$ cat config.mk
export PLATFORM = sky130hd
export DESIGN_NAME = priority_rotating_queue_rank_unit
export DESIGN_NICKNAME = d
export VERILOG_FILES = /design/src/design/prqr_pkg.sv /design/src/design/prqr_ram.sv /design/src/design/prqr_useq.sv /design/src/design/prqr_dp.sv /design/src/design/priority_rotating_queue_rank_unit.sv
export SDC_FILE = /design/constraint.sdc
export NUM_CORES = 1
export LEC_CHECK = 0
export BUFFER_PORTS_ARGS = -buffer_cell sky130_fd_sc_hd__buf_2
export CAP_MARGIN = 20
export CELL_PAD_IN_SITES_DETAIL_PLACEMENT = 2
export CELL_PAD_IN_SITES_GLOBAL_PLACEMENT = 2
export CORE_MARGIN = 4
export CORE_UTILIZATION = 48
export DETAILED_ROUTE_END_ITERATION = 16
export PLACE_DENSITY_LB_ADDON = 0.1
export SLEW_MARGIN = 25
export SYNTH_ARGS = -nofsm -noshare
export SYNTH_HDL_FRONTEND = slang
export SYNTH_HIERARCHICAL = 1
export SYNTH_SLANG_ARGS = --single-unit
$ cat constraint.sdc
create_clock -name clk -period 6.9 [get_ports clk]
set_input_delay 1.035 -clock clk [delete_from_list [all_inputs] [get_ports clk]]
set_output_delay 1.035 -clock clk [all_outputs]
set_load 0.01 [all_outputs]
$ cat src/design/prqr_pkg.sv
// ----------------------------------------------------------------------------
// prqr_pkg
// Shared widths, microcode word layout, status flags and the control store
// for the rotating print queue rank unit.
// ----------------------------------------------------------------------------
`default_nettype none

package prqr_pkg;

  localparam int MAX_DOCS_DEF    = 64;
  localparam int PRIO_LEVELS_DEF = 16;

  // fixed field widths of the ports
  localparam int PRIO_W = 4;
  localparam int TGT_W  = 6;
  localparam int RANK_W = 7;

  localparam int STEP_W = 2;
  typedef logic [STEP_W-1:0] step_t;

  // microprogram addresses
  localparam step_t STEP_WAIT  = 2'd0;
  localparam step_t STEP_START = 2'd1;
  localparam step_t STEP_SCAN  = 2'd2;
  localparam step_t STEP_EMIT  = 2'd3;

  typedef enum logic [1:0] {
    COND_LAST     = 2'd0,
    COND_OOR      = 2'd1,
    COND_HIT      = 2'd2,
    COND_OUT_FREE = 2'd3
  } cond_t;

  // one control word: datapath strobes, branch condition, taken / fall-through
  typedef struct packed {
    logic  accept;
    logic  start;
    logic  scan;
    logic  emit;
    cond_t cond;
    step_t jump;
    step_t next;
  } ctrl_t;

  typedef struct packed {
    logic last_fire;
    logic tgt_oor;
    logic hit;
    logic out_free;
  } stat_t;

  function automatic ctrl_t ucode_rom(input step_t addr);
    ctrl_t w;
    w = '0;
    unique case (addr)
      STEP_WAIT: begin
        w.accept = 1'b1;
        w.cond   = COND_LAST;
        w.jump   = STEP_START;
        w.next   = STEP_WAIT;
      end
      STEP_START: begin
        w.start = 1'b1;
        w.cond  = COND_OOR;
        w.jump  = STEP_EMIT;
        w.next  = STEP_SCAN;
      end
      STEP_SCAN: begin
        w.scan = 1'b1;
        w.cond = COND_HIT;
        w.jump = STEP_EMIT;
        w.next = STEP_SCAN;
      end
      STEP_EMIT: begin
        w.emit = 1'b1;
        w.cond = COND_OUT_FREE;
        w.jump = STEP_WAIT;
        w.next = STEP_EMIT;
      end
    endcase
    return w;
  endfunction

endpackage

`default_nettype wire

$ cat src/design/prqr_ram.sv
// ----------------------------------------------------------------------------
// prqr_ram
// Generic single-write, single-read RAM with registered read data.
// ----------------------------------------------------------------------------
`default_nettype none

module prqr_ram #(
  parameter int WIDTH = 4,
  parameter int DEPTH = 64
) (
  input  wire logic                     clk,
  input  wire logic                     wr_en,
  input  wire logic [$clog2(DEPTH)-1:0] wr_addr,
  input  wire logic [WIDTH-1:0]         wr_data,
  input  wire logic [$clog2(DEPTH)-1:0] rd_addr,
  output logic      [WIDTH-1:0]         rd_data
);

  logic [WIDTH-1:0] mem_r [DEPTH];

  always_ff @(posedge clk) begin
    if (wr_en) begin
      mem_r[wr_addr] <= wr_data;
    end
    rd_data <= mem_r[rd_addr];
  end

endmodule

`default_nettype wire

$ cat src/design/prqr_useq.sv
// ----------------------------------------------------------------------------
// prqr_useq
// Microcode sequencer: step counter, control store lookup and branch select.
// ----------------------------------------------------------------------------
`default_nettype none

module prqr_useq import prqr_pkg::*; (
  input  wire logic  clk,
  input  wire logic  rst_n,
  input  wire stat_t stat,
  output ctrl_t      ctrl
);

  step_t step_r, step_nxt;
  logic  take;

  assign ctrl = ucode_rom(step_r);

  always_comb begin
    unique case (ctrl.cond)
      COND_LAST:     take = stat.last_fire;
      COND_OOR:      take = stat.tgt_oor;
      COND_HIT:      take = stat.hit;
      COND_OUT_FREE: take = stat.out_free;
    endcase
    step_nxt = take ? ctrl.jump : ctrl.next;
  end

  always_ff @(posedge clk) begin
    if (!rst_n) begin
      step_r <= STEP_WAIT;
    end else begin
      step_r <= step_nxt;
    end
  end

  a_hit_goes_emit: assert property (@(posedge clk) disable iff (!rst_n)
    (step_r == STEP_SCAN && stat.hit) |=> step_r == STEP_EMIT)
    else $error("target hit did not branch to emit");

endmodule

`default_nettype wire

$ cat src/design/prqr_dp.sv
// ----------------------------------------------------------------------------
// prqr_dp
// Datapath: document store, served mask, per-level tally, scan pointer and
// served counter, driven by the microcode strobes.
// ----------------------------------------------------------------------------
`default_nettype none

module prqr_dp import prqr_pkg::*; #(
  parameter int MAX_DOCS    = MAX_DOCS_DEF,
  parameter int PRIO_LEVELS = PRIO_LEVELS_DEF
) (
  input  wire logic              clk,
  input  wire logic              rst_n,
  input  wire ctrl_t             ctrl,
  input  wire logic              in_fire,
  input  wire logic [PRIO_W-1:0] in_priority_req,
  input  wire logic              in_is_last,
  input  wire logic [TGT_W-1:0]  in_target_position,
  output logic                   tgt_oor,
  output logic                   hit,
  output logic      [RANK_W-1:0] rank
);

  localparam int IDX_W = $clog2(MAX_DOCS);
  localparam int CNT_W = $clog2(MAX_DOCS + 1);
  localparam int LVL_W = $clog2(PRIO_LEVELS);
  localparam int SAT_W = ((LVL_W > PRIO_W) ? LVL_W : PRIO_W) + 1;
  localparam int CMP_W = (CNT_W > TGT_W) ? CNT_W : TGT_W;
  localparam int RK_W  = (CNT_W > RANK_W) ? CNT_W : RANK_W;

  logic [CNT_W-1:0]  count_r, count_nxt;
  logic [IDX_W-1:0]  ptr_r, ptr_nxt;
  logic [CNT_W-1:0]  served_r, served_nxt;
  logic [TGT_W-1:0]  target_r, target_nxt;
  logic [MAX_DOCS-1:0] mask_r, mask_nxt;
  logic [CNT_W-1:0]  tally_r [PRIO_LEVELS];
  logic [CNT_W-1:0]  tally_nxt [PRIO_LEVELS];

  logic              load_en;
  logic [SAT_W-1:0]  pr_ext;
  logic [LVL_W-1:0]  pr_lvl;
  logic [LVL_W-1:0]  top_lvl;
  logic [LVL_W-1:0]  doc_lvl;
  logic              serve_ok;
  logic [CNT_W-1:0]  ptr_inc;

  assign load_en = in_fire && (count_r < CNT_W'(MAX_DOCS));

  // priorities beyond the last level saturate
  assign pr_ext = SAT_W'(in_priority_req);
  assign pr_lvl = (pr_ext >= SAT_W'(PRIO_LEVELS)) ? LVL_W'(PRIO_LEVELS - 1)
                                                   : pr_ext[LVL_W-1:0];

  // highest level that still has unserved documents
  always_comb begin
    top_lvl = '0;
    for (int lv = 0; lv < PRIO_LEVELS; lv++) begin
      if (tally_r[lv] != '0) begin
        top_lvl = LVL_W'(lv);
      end
    end
  end

  prqr_ram #(
    .WIDTH (LVL_W),
    .DEPTH (MAX_DOCS)
  ) u_doc_ram (
    .clk     (clk),
    .wr_en   (load_en),
    .wr_addr (count_r[IDX_W-1:0]),
    .wr_data (pr_lvl),
    .rd_addr (ptr_nxt),
    .rd_data (doc_lvl)
  );

  assign serve_ok = ctrl.scan && !mask_r[ptr_r] && (doc_lvl == top_lvl);
  assign hit      = serve_ok && (CMP_W'(ptr_r) == CMP_W'(target_r));
  assign tgt_oor  = CMP_W'(target_r) >= CMP_W'(count_r);
  assign rank     = RANK_W'(RK_W'(served_r));
  assign ptr_inc  = CNT_W'(ptr_r) + CNT_W'(1);

  always_comb begin
    ptr_nxt    = ptr_r;
    served_nxt = served_r;
    count_nxt  = count_r;
    target_nxt = target_r;
    mask_nxt   = mask_r;

    // read address is fed from ptr_nxt so the registered data matches ptr_r in the scan step
    if (ctrl.start) begin
      ptr_nxt    = '0;
      served_nxt = '0;
    end else if (ctrl.scan) begin
      ptr_nxt = (ptr_inc >= count_r) ? '0 : ptr_inc[IDX_W-1:0];
    end

    if (serve_ok) begin
      served_nxt      = served_r + CNT_W'(1);
      mask_nxt[ptr_r] = 1'b1;
    end

    if (ctrl.emit) begin
      count_nxt = '0;
      mask_nxt  = '0;
    end else if (load_en) begin
      count_nxt = count_r + CNT_W'(1);
    end

    if (in_fire && in_is_last) begin
      target_nxt = in_target_position;
    end

    for (int lv = 0; lv < PRIO_LEVELS; lv++) begin
      tally_nxt[lv] = tally_r[lv];
      if (ctrl.emit) begin
        tally_nxt[lv] = '0;
      end else if (load_en && pr_lvl == LVL_W'(lv)) begin
        tally_nxt[lv] = tally_r[lv] + CNT_W'(1);
      end else if (serve_ok && doc_lvl == LVL_W'(lv)) begin
        tally_nxt[lv] = tally_r[lv] - CNT_W'(1);
      end
    end
  end

  always_ff @(posedge clk) begin
    if (!rst_n) begin
      count_r  <= '0;
      ptr_r    <= '0;
      served_r <= '0;
      target_r <= '0;
      mask_r   <= '0;
      for (int lv = 0; lv < PRIO_LEVELS; lv++) begin
        tally_r[lv] <= '0;
      end
    end else begin
      count_r  <= count_nxt;
      ptr_r    <= ptr_nxt;
      served_r <= served_nxt;
      target_r <= target_nxt;
      mask_r   <= mask_nxt;
      for (int lv = 0; lv < PRIO_LEVELS; lv++) begin
        tally_r[lv] <= tally_nxt[lv];
      end
    end
  end

  // while scanning the target is still unserved
  a_served_bounded: assert property (@(posedge clk) disable iff (!rst_n)
    ctrl.scan |-> served_r < count_r)
    else $error("served count ran past document count");

  a_hit_in_range: assert property (@(posedge clk) disable iff (!rst_n)
    hit |-> !tgt_oor)
    else $error("target served although outside the queue");

endmodule

`default_nettype wire

$ cat src/design/priority_rotating_queue_rank_unit.sv
// ----------------------------------------------------------------------------
// priority_rotating_queue_rank_unit
// Documents are loaded one word per cycle in queue order while in_stall is
// low; the word flagged last also carries the target index. After it, the
// unit serves the queue as a rotating queue (front served only if no
// unserved document has a higher priority) and returns the one-based rank of
// the target, or 0 if the target index is not below the document count.
// Service runs a start step, one scan step per queue position visited (at
// most about documents x distinct levels present), with one document store
// read per cycle, and an emit step that hands the rank to the output
// register once it is free. The next job's words are taken while a rank
// still waits on the output.
// ----------------------------------------------------------------------------
`default_nettype none

module priority_rotating_queue_rank_unit import prqr_pkg::*; #(
  parameter int MAX_DOCS    = MAX_DOCS_DEF,
  parameter int PRIO_LEVELS = PRIO_LEVELS_DEF
) (
  input  wire logic              clk,
  input  wire logic              rst_n,
  input  wire logic              in_valid,
  output logic                   in_stall,
  input  wire logic [PRIO_W-1:0] in_priority_req,
  input  wire logic              in_is_last,
  input  wire logic [TGT_W-1:0]  in_target_position,
  output logic                   out_valid,
  input  wire logic              out_stall,
  output logic      [RANK_W-1:0] out_print_rank
);

  ctrl_t             ctrl;
  stat_t             stat;
  logic              in_fire;
  logic              out_free;
  logic              emit_fire;
  logic              tgt_oor;
  logic              hit;
  logic [RANK_W-1:0] rank;
  logic              out_valid_r, out_valid_nxt;
  logic [RANK_W-1:0] out_rank_r, out_rank_nxt;

  assign in_stall  = !ctrl.accept;
  assign in_fire   = in_valid && ctrl.accept;
  assign out_free  = !out_valid_r || !out_stall;
  assign emit_fire = ctrl.emit && out_free;

  assign stat = '{last_fire: in_fire && in_is_last,
                  tgt_oor:   tgt_oor,
                  hit:       hit,
                  out_free:  out_free};

  prqr_useq u_useq (
    .clk   (clk),
    .rst_n (rst_n),
    .stat  (stat),
    .ctrl  (ctrl)
  );

  prqr_dp #(
    .MAX_DOCS    (MAX_DOCS),
    .PRIO_LEVELS (PRIO_LEVELS)
  ) u_dp (
    .clk                (clk),
    .rst_n              (rst_n),
    .ctrl               (ctrl),
    .in_fire            (in_fire),
    .in_priority_req    (in_priority_req),
    .in_is_last         (in_is_last),
    .in_target_position (in_target_position),
    .tgt_oor            (tgt_oor),
    .hit                (hit),
    .rank               (rank)
  );

  always_comb begin
    out_valid_nxt = out_valid_r;
    out_rank_nxt  = out_rank_r;
    if (emit_fire) begin
      out_valid_nxt = 1'b1;
      out_rank_nxt  = rank;
    end else if (out_valid_r && !out_stall) begin
      out_valid_nxt = 1'b0;
    end
  end

  always_ff @(posedge clk) begin
    if (!rst_n) begin
      out_valid_r <= 1'b0;
    end else begin
      out_valid_r <= out_valid_nxt;
    end
    out_rank_r <= out_rank_nxt;
  end

  assign out_valid      = out_valid_r;
  assign out_print_rank = out_rank_r;

  a_emit_loads_output: assert property (@(posedge clk) disable iff (!rst_n)
    emit_fire |=> out_valid_r)
    else $error("rank handed over but output register not loaded");

endmodule

`default_nettype wire
# Word level (Yosys, flattened, before mapping)
# Memories as Yosys holds them, arrays and structs flattened. A register that Yosys moved wholly into a read port is not among the register bits.
# Index checks and enable logic that the tools add are counted.
dict set report word_totals {
  reg_bits 100
  latch_bits 0
  mem_bits_rw 368
  romBits 0
  out_inout_bits 9
  wordCells 277
  memories 2
}
# memory words width read_ports rd_ports_with_merged_regs write_ports line
set memory_table {}
lappend memory_table {u_dp.u_doc_ram.mem_r 64 4 1 1 1 prqr_ram.sv:19} ;# logic [WIDTH-1:0] mem_r [DEPTH];
lappend memory_table {u_dp.tally_r 16 7 16 0 16 prqr_dp.sv:36} ;# logic [CNT_W-1:0] tally_r [PRIO_LEVELS];
dict set report classes {
  addsub 35
  n_mul 0
  div 0
  n_lt_le_gt_ge 6
  n_eq_ne 38
  shifts 0
  muxes 102
  n_bitwise 18
  reduce_logical 68
}
# operator count
set ops {}
lappend ops {{$mux 7} 66}
lappend ops {{$add 7x1->7 const B} 18}
lappend ops {{$sub 7x1->7 const B} 16}
lappend ops {{$reduce_bool 7->1} 15}
lappend ops {{$eq 4x4->1 const B} 16}
lappend ops {{$or 64x64->64} 1}
lappend ops {{$logic_and 1x1->1} 41}
lappend ops {{$mux 4} 9}
lappend ops {{$eq 4x3->1 const B} 8}
lappend ops {{$pmux 6 s4} 1}
lappend ops {{$mux 6} 3}
lappend ops {{$eq 4x2->1 const B} 4}
lappend ops {{$or 1x1->1} 16}
lappend ops {{$mux 1} 13}
lappend ops {{$mux 3} 4}
lappend ops {{$eq 2x2->1 const B} 4}
lappend ops {{$eq 4x1->1 const B} 2}
lappend ops {{$logic_not 4->1} 2}
lappend ops {{$add 6x1->7 const B} 1}
lappend ops {{$ge 6x7->1} 1}
lappend ops {{$ge 7x7->1} 1}
lappend ops {{$lt 6x7->1 const B} 1}
lappend ops {{$lt 7x7->1 const B} 1}
lappend ops {{$bmux 1 s6} 1}
lappend ops {{14 further kinds} 22}

# Longest topological paths before layout
# An unclocked memory read counts as a cell.
dict set report logic_depth {
  ltp_word 24
  depth_mapped 19
  mapped_depth_nobuf 17
}

# Cells and area by module
# The synthesis kept the hierarchy.
# module n_inst cells_each area_per_inst_um2 seq_area_each_um2
set by_module_without_submodules {}
lappend by_module_without_submodules {prqr_dp 1 1418 12290.5 3903.7}
lappend by_module_without_submodules {prqr_ram 1 521 10407.5 7767.4}
lappend by_module_without_submodules {priority_rotating_queue_rank_unit 1 15 267.8 230.2}
lappend by_module_without_submodules {prqr_useq 1 28 250.2 40.0}

# Worst setup path before layout
# No wires, ideal clock.
dict set report synth_path {
  path_kind {input-to-reg}
  from {in in_valid}
  to {mem u_dp/tally_r[0][13] (netlist bit)}
  setup_ps 115
  t_arrival_ps 4132
  required_ps 6785
  slack_ps 2653
  cell_stages 14
  path_buffers 1
  cell_sequence {and2_1 -> clkbuf_1 -> nand2_1 -> nor4_1 -> inv_1 -> fa_1 -> a21o_1 -> a21oi_1 -> nor2b_1 -> o21a_1 -> or4_1 -> o31ai_1 -> xor2_1 -> and2_1}
}
# item line
set synth_rtl {}
lappend synth_rtl {{from (decl)} priority_rotating_queue_rank_unit.sv:22} ;# input wire logic in_valid,
lappend synth_rtl {{to (decl)} prqr_dp.sv:36}

# Worst setup path in the final report
dict set report layout_path {
  from {reg u_dp.ptr_r[3]}
  to {reg u_dp.u_doc_ram.rd_data[3] (read register of u_dp.u_doc_ram.mem_r)}
}
dict set report layout_via {
  elab_chain_len 5
}
# item line
set layout_rtl {}
lappend layout_rtl {{from (decl)} prqr_dp.sv:32} ;# logic [IDX_W-1:0] ptr_r, ptr_nxt;
lappend layout_rtl {{from (signal assigned)} prqr_dp.sv:137} ;# ptr_r <= ptr_nxt;
lappend layout_rtl {{$add 6x1->7} prqr_dp.sv:80} ;# assign ptr_inc = CNT_W'(ptr_r) + CNT_W'(1);
lappend layout_rtl {{$ge 7x7->1} prqr_dp.sv:94} ;# ptr_nxt = (ptr_inc >= count_r) ? '0 : ptr_inc[IDX_W-1:0];
lappend layout_rtl {{$mux 6} prqr_dp.sv:94}
lappend layout_rtl {{$mux 6} prqr_dp.sv:93} ;# end else if (ctrl.scan) begin
lappend layout_rtl {{$mux 6} prqr_dp.sv:90} ;# if (ctrl.start) begin
lappend layout_rtl {{named net u_dp.ptr_nxt[0]} prqr_dp.sv:32}
lappend layout_rtl {{to (decl)} prqr_ram.sv:16} ;# output logic [WIDTH-1:0] rd_data
# The timed path passes the listed nets, and every way through them passes these cells.
# A chain may end at the register's enable or synchronous reset.

==> summary.txt <==
maximum VDD drop: 0.0002438 V
drt first-iter violations: 1227
GR peak layer: met2
met1 Track Usage GR: 36.31%
Placer Congestion: 0.8161
CP Cell Sequence: nand2_1 -> or2_2 -> o21ai_0 -> ha_1 -> a21oi_1 -> o211ai_1 -> a21oi_4 -> buf_16 -> buf_4 -> mux4_2 -> a22o_1 -> o21ai_0 -> o211ai_1
Max stage delay on crit path: 0.84 ns
fin crit share: 82.66%
vias: 17282
met2 usage: 51.68%
Pleak: 0.009367 uW
Final min period: 5.704 ns
Clock Path Buffers: 3
critical path class: reg2reg
CTS tree: built
Final #Nets: 2112
Least-Margin Pin Slew: 1.034 ns
CTS Sinks: 465
# hold bufs at CTS: 0
per-cell routed wire length: 29.40 microns
Avg Inst Size Synth: 11.72 sq um
IO buf count: 23
Die Ht: 227.9 microns
Final setup viols: 0
Initial Util: 48.60%
met3 global-route usage: 4.878%
HP Class: reg2reg
Critical Path AT: 6.17 ns
synthesized area: 23200 sq um
Clock transition at path regs: 0.07 ns
Global Route Usage Sum: 29.34%
Std-Cell Rows: 80
final total power: 7007 uW
initial antenna violation count: 0
Yosys warnings: 6
total die area: 51920 sq um
Post-Place Cells: 2545
Crit-path slowest cell: dfxtp_1
Die X: 227.9 microns
Fill cells: 4478
Critical Path End Type: register
area grow syn2layout: 10.15%
CP max FO: 19
Max H-tree Level: 2
I/O pin total: 24
Mapped Cells: 1979
GRT overflow: 0
pwr/cell area: 274.2 nW/um^2
fin cells: 2640
Setup Fix Bufs, Post-CTS: 0
fmax: 175.3 MHz
setup TNS: 0 ns
clk_lat worst skew: 0.63 ns
status: finished, final reports clean
fin util: 53.53%
Max Cap Violations: 0
cells on worst reg2reg path: 13
core footprint: 47750 sq um
post-route ant nets: 0
post-CTS sizing: 0
Mapped Nets: 2108
Post-DP HPWL: 49.48 mm
Final Max Tran Viols: 0
Bufs and invs on worst path: 2
TritonRoute pass-1 iters: 5
hold depth: 2
share of post-route cells with drive strength above 1: 10.42%
first-pass GRT wire length: 118.6 mm
DRC: 0
relative slew slack: 30.44%
Crit path depth: 13
Fin. Hold Viols: 0
number of global-route vias before repair: 18854
Worst setup SP type: register
root buffer cell: clkbuf_16
CTS buffer count: 51
RSZ-0062 raised after global routing: no
final wirelength: 77.62 mm
detailed-route vias per instance: 6.546
pin count of the biggest net entering global routing: 82
final clock skew: 0.04288 ns
cell family with most CP delay: compound AO/OA/AOI/OAI gates
Critical Path RT: 7.37 ns
-- worst reg2reg max path, stage by stage, from the launching register on --
cell and delay (ns):
dfxtp_1 0.84, nand2_1 0.28, or2_2 0.41, o21ai_0 0.37, ha_1 0.34, a21oi_1 0.49
o211ai_1 0.28, a21oi_4 0.71, buf_16 0.26, buf_4 0.20, mux4_2 0.51, a22o_1 0.21
o21ai_0 0.40, o211ai_1 0.24
-- metal layers --
layer / wire length, microns / up-vias
met5: 0 / -
met4: 3389 / 0
met3: 4232 / 214
met2: 38850 / 631
met1: 31140 / 8965
li1: - / 7472
-- layout by cell type (no fill, tap or decap), drive strengths merged, types with 9 or more instances in the layout --
cell type / n
a41oi: 10
nand4: 15
mux2i: 73
buf: 53
nand2b: 42
o31ai: 43
nand2: 149
and2: 11
nor3: 54
and3: 14
inv: 53
dfxtp: 202
a31oi: 36
nor2b: 22
a21oi: 99
nor4: 19
nor2: 183
o21bai: 27
nor3b: 13
clkinv: 24
xnor2: 58
nand3: 37
xor2: 19
ha: 99
edfxtp: 263
a21o: 30
o21ai: 28
fa: 15
clkbuf: 64
nand3b: 9
o21a: 34
mux4: 73
a22oi: 12
o2111ai: 42
-- sequential cells by signal, indices dropped and copies added (netlist names) --
| name | cells |
|---|---|
| out_print_rank | 7 |
| out_valid | 1 |
| u_dp/count_r | 7 |
| u_dp/mask_r | 64 |
| u_dp/ptr_r | 6 |
| u_dp/rank | 7 |
| u_dp/tally_r | 105 |
| u_dp/target_r | 6 |
| u_dp/u_doc_ram/mem_r | 256 |
| u_dp/u_doc_ram/rd_data | 4 |
| u_useq/step_r | 2 |
-- cell type report --
class	count	area [sq um]	area share, %
diodes	1	2.502	0.009791
well taps	615	769.5	3.011
multi-input cells	1357	10590	41.44
clock buffers	64	1365	5.341
flip-flops and latches	465	11940	46.72
repair buffers	53	372.9	1.459
inverters	55	206.4	0.8078
clock inverters	30	310.3	1.214
-- power by group --
group	internal, uW	switching, uW
logic	387	744
registers	2980	85.2
clock network	1560	1240
total	4930	2070
-- worst paths after layout --
| check | slack (ns) | end | startpoint |
|---|---|---|---|
| min reg2reg | 0.47 | u_dp/mask_r[35] | u_dp/mask_r[35] |
| max reg2reg | 1.20 | u_dp/u_doc_ram/rd_data[3] | u_dp/ptr_r[3] |
| max | 1.20 | u_dp/u_doc_ram/rd_data[3] | u_dp/ptr_r[3] |
| min | 0.47 | u_dp/mask_r[35] | u_dp/mask_r[35] |
-- stage by stage --
| stage | hold slack (ns) | setup WS, ns | area, sq um |
|---|---|---|---|
| finish | 0.4682 | 1.196 | 25560 |
| global route | 0.4959 | 1.111 | 25560 |
| CTS | 0.4702 | 1.377 | 25550 |
| detailed placement | 0.4455 | 1.510 | 23880 |
| global placement | 0.4321 | 1.644 | 23850 |
| floorplan | 0.4223 | 2.653 | 23200 |
No activity file was read; power rests on OpenSTA's default activity.
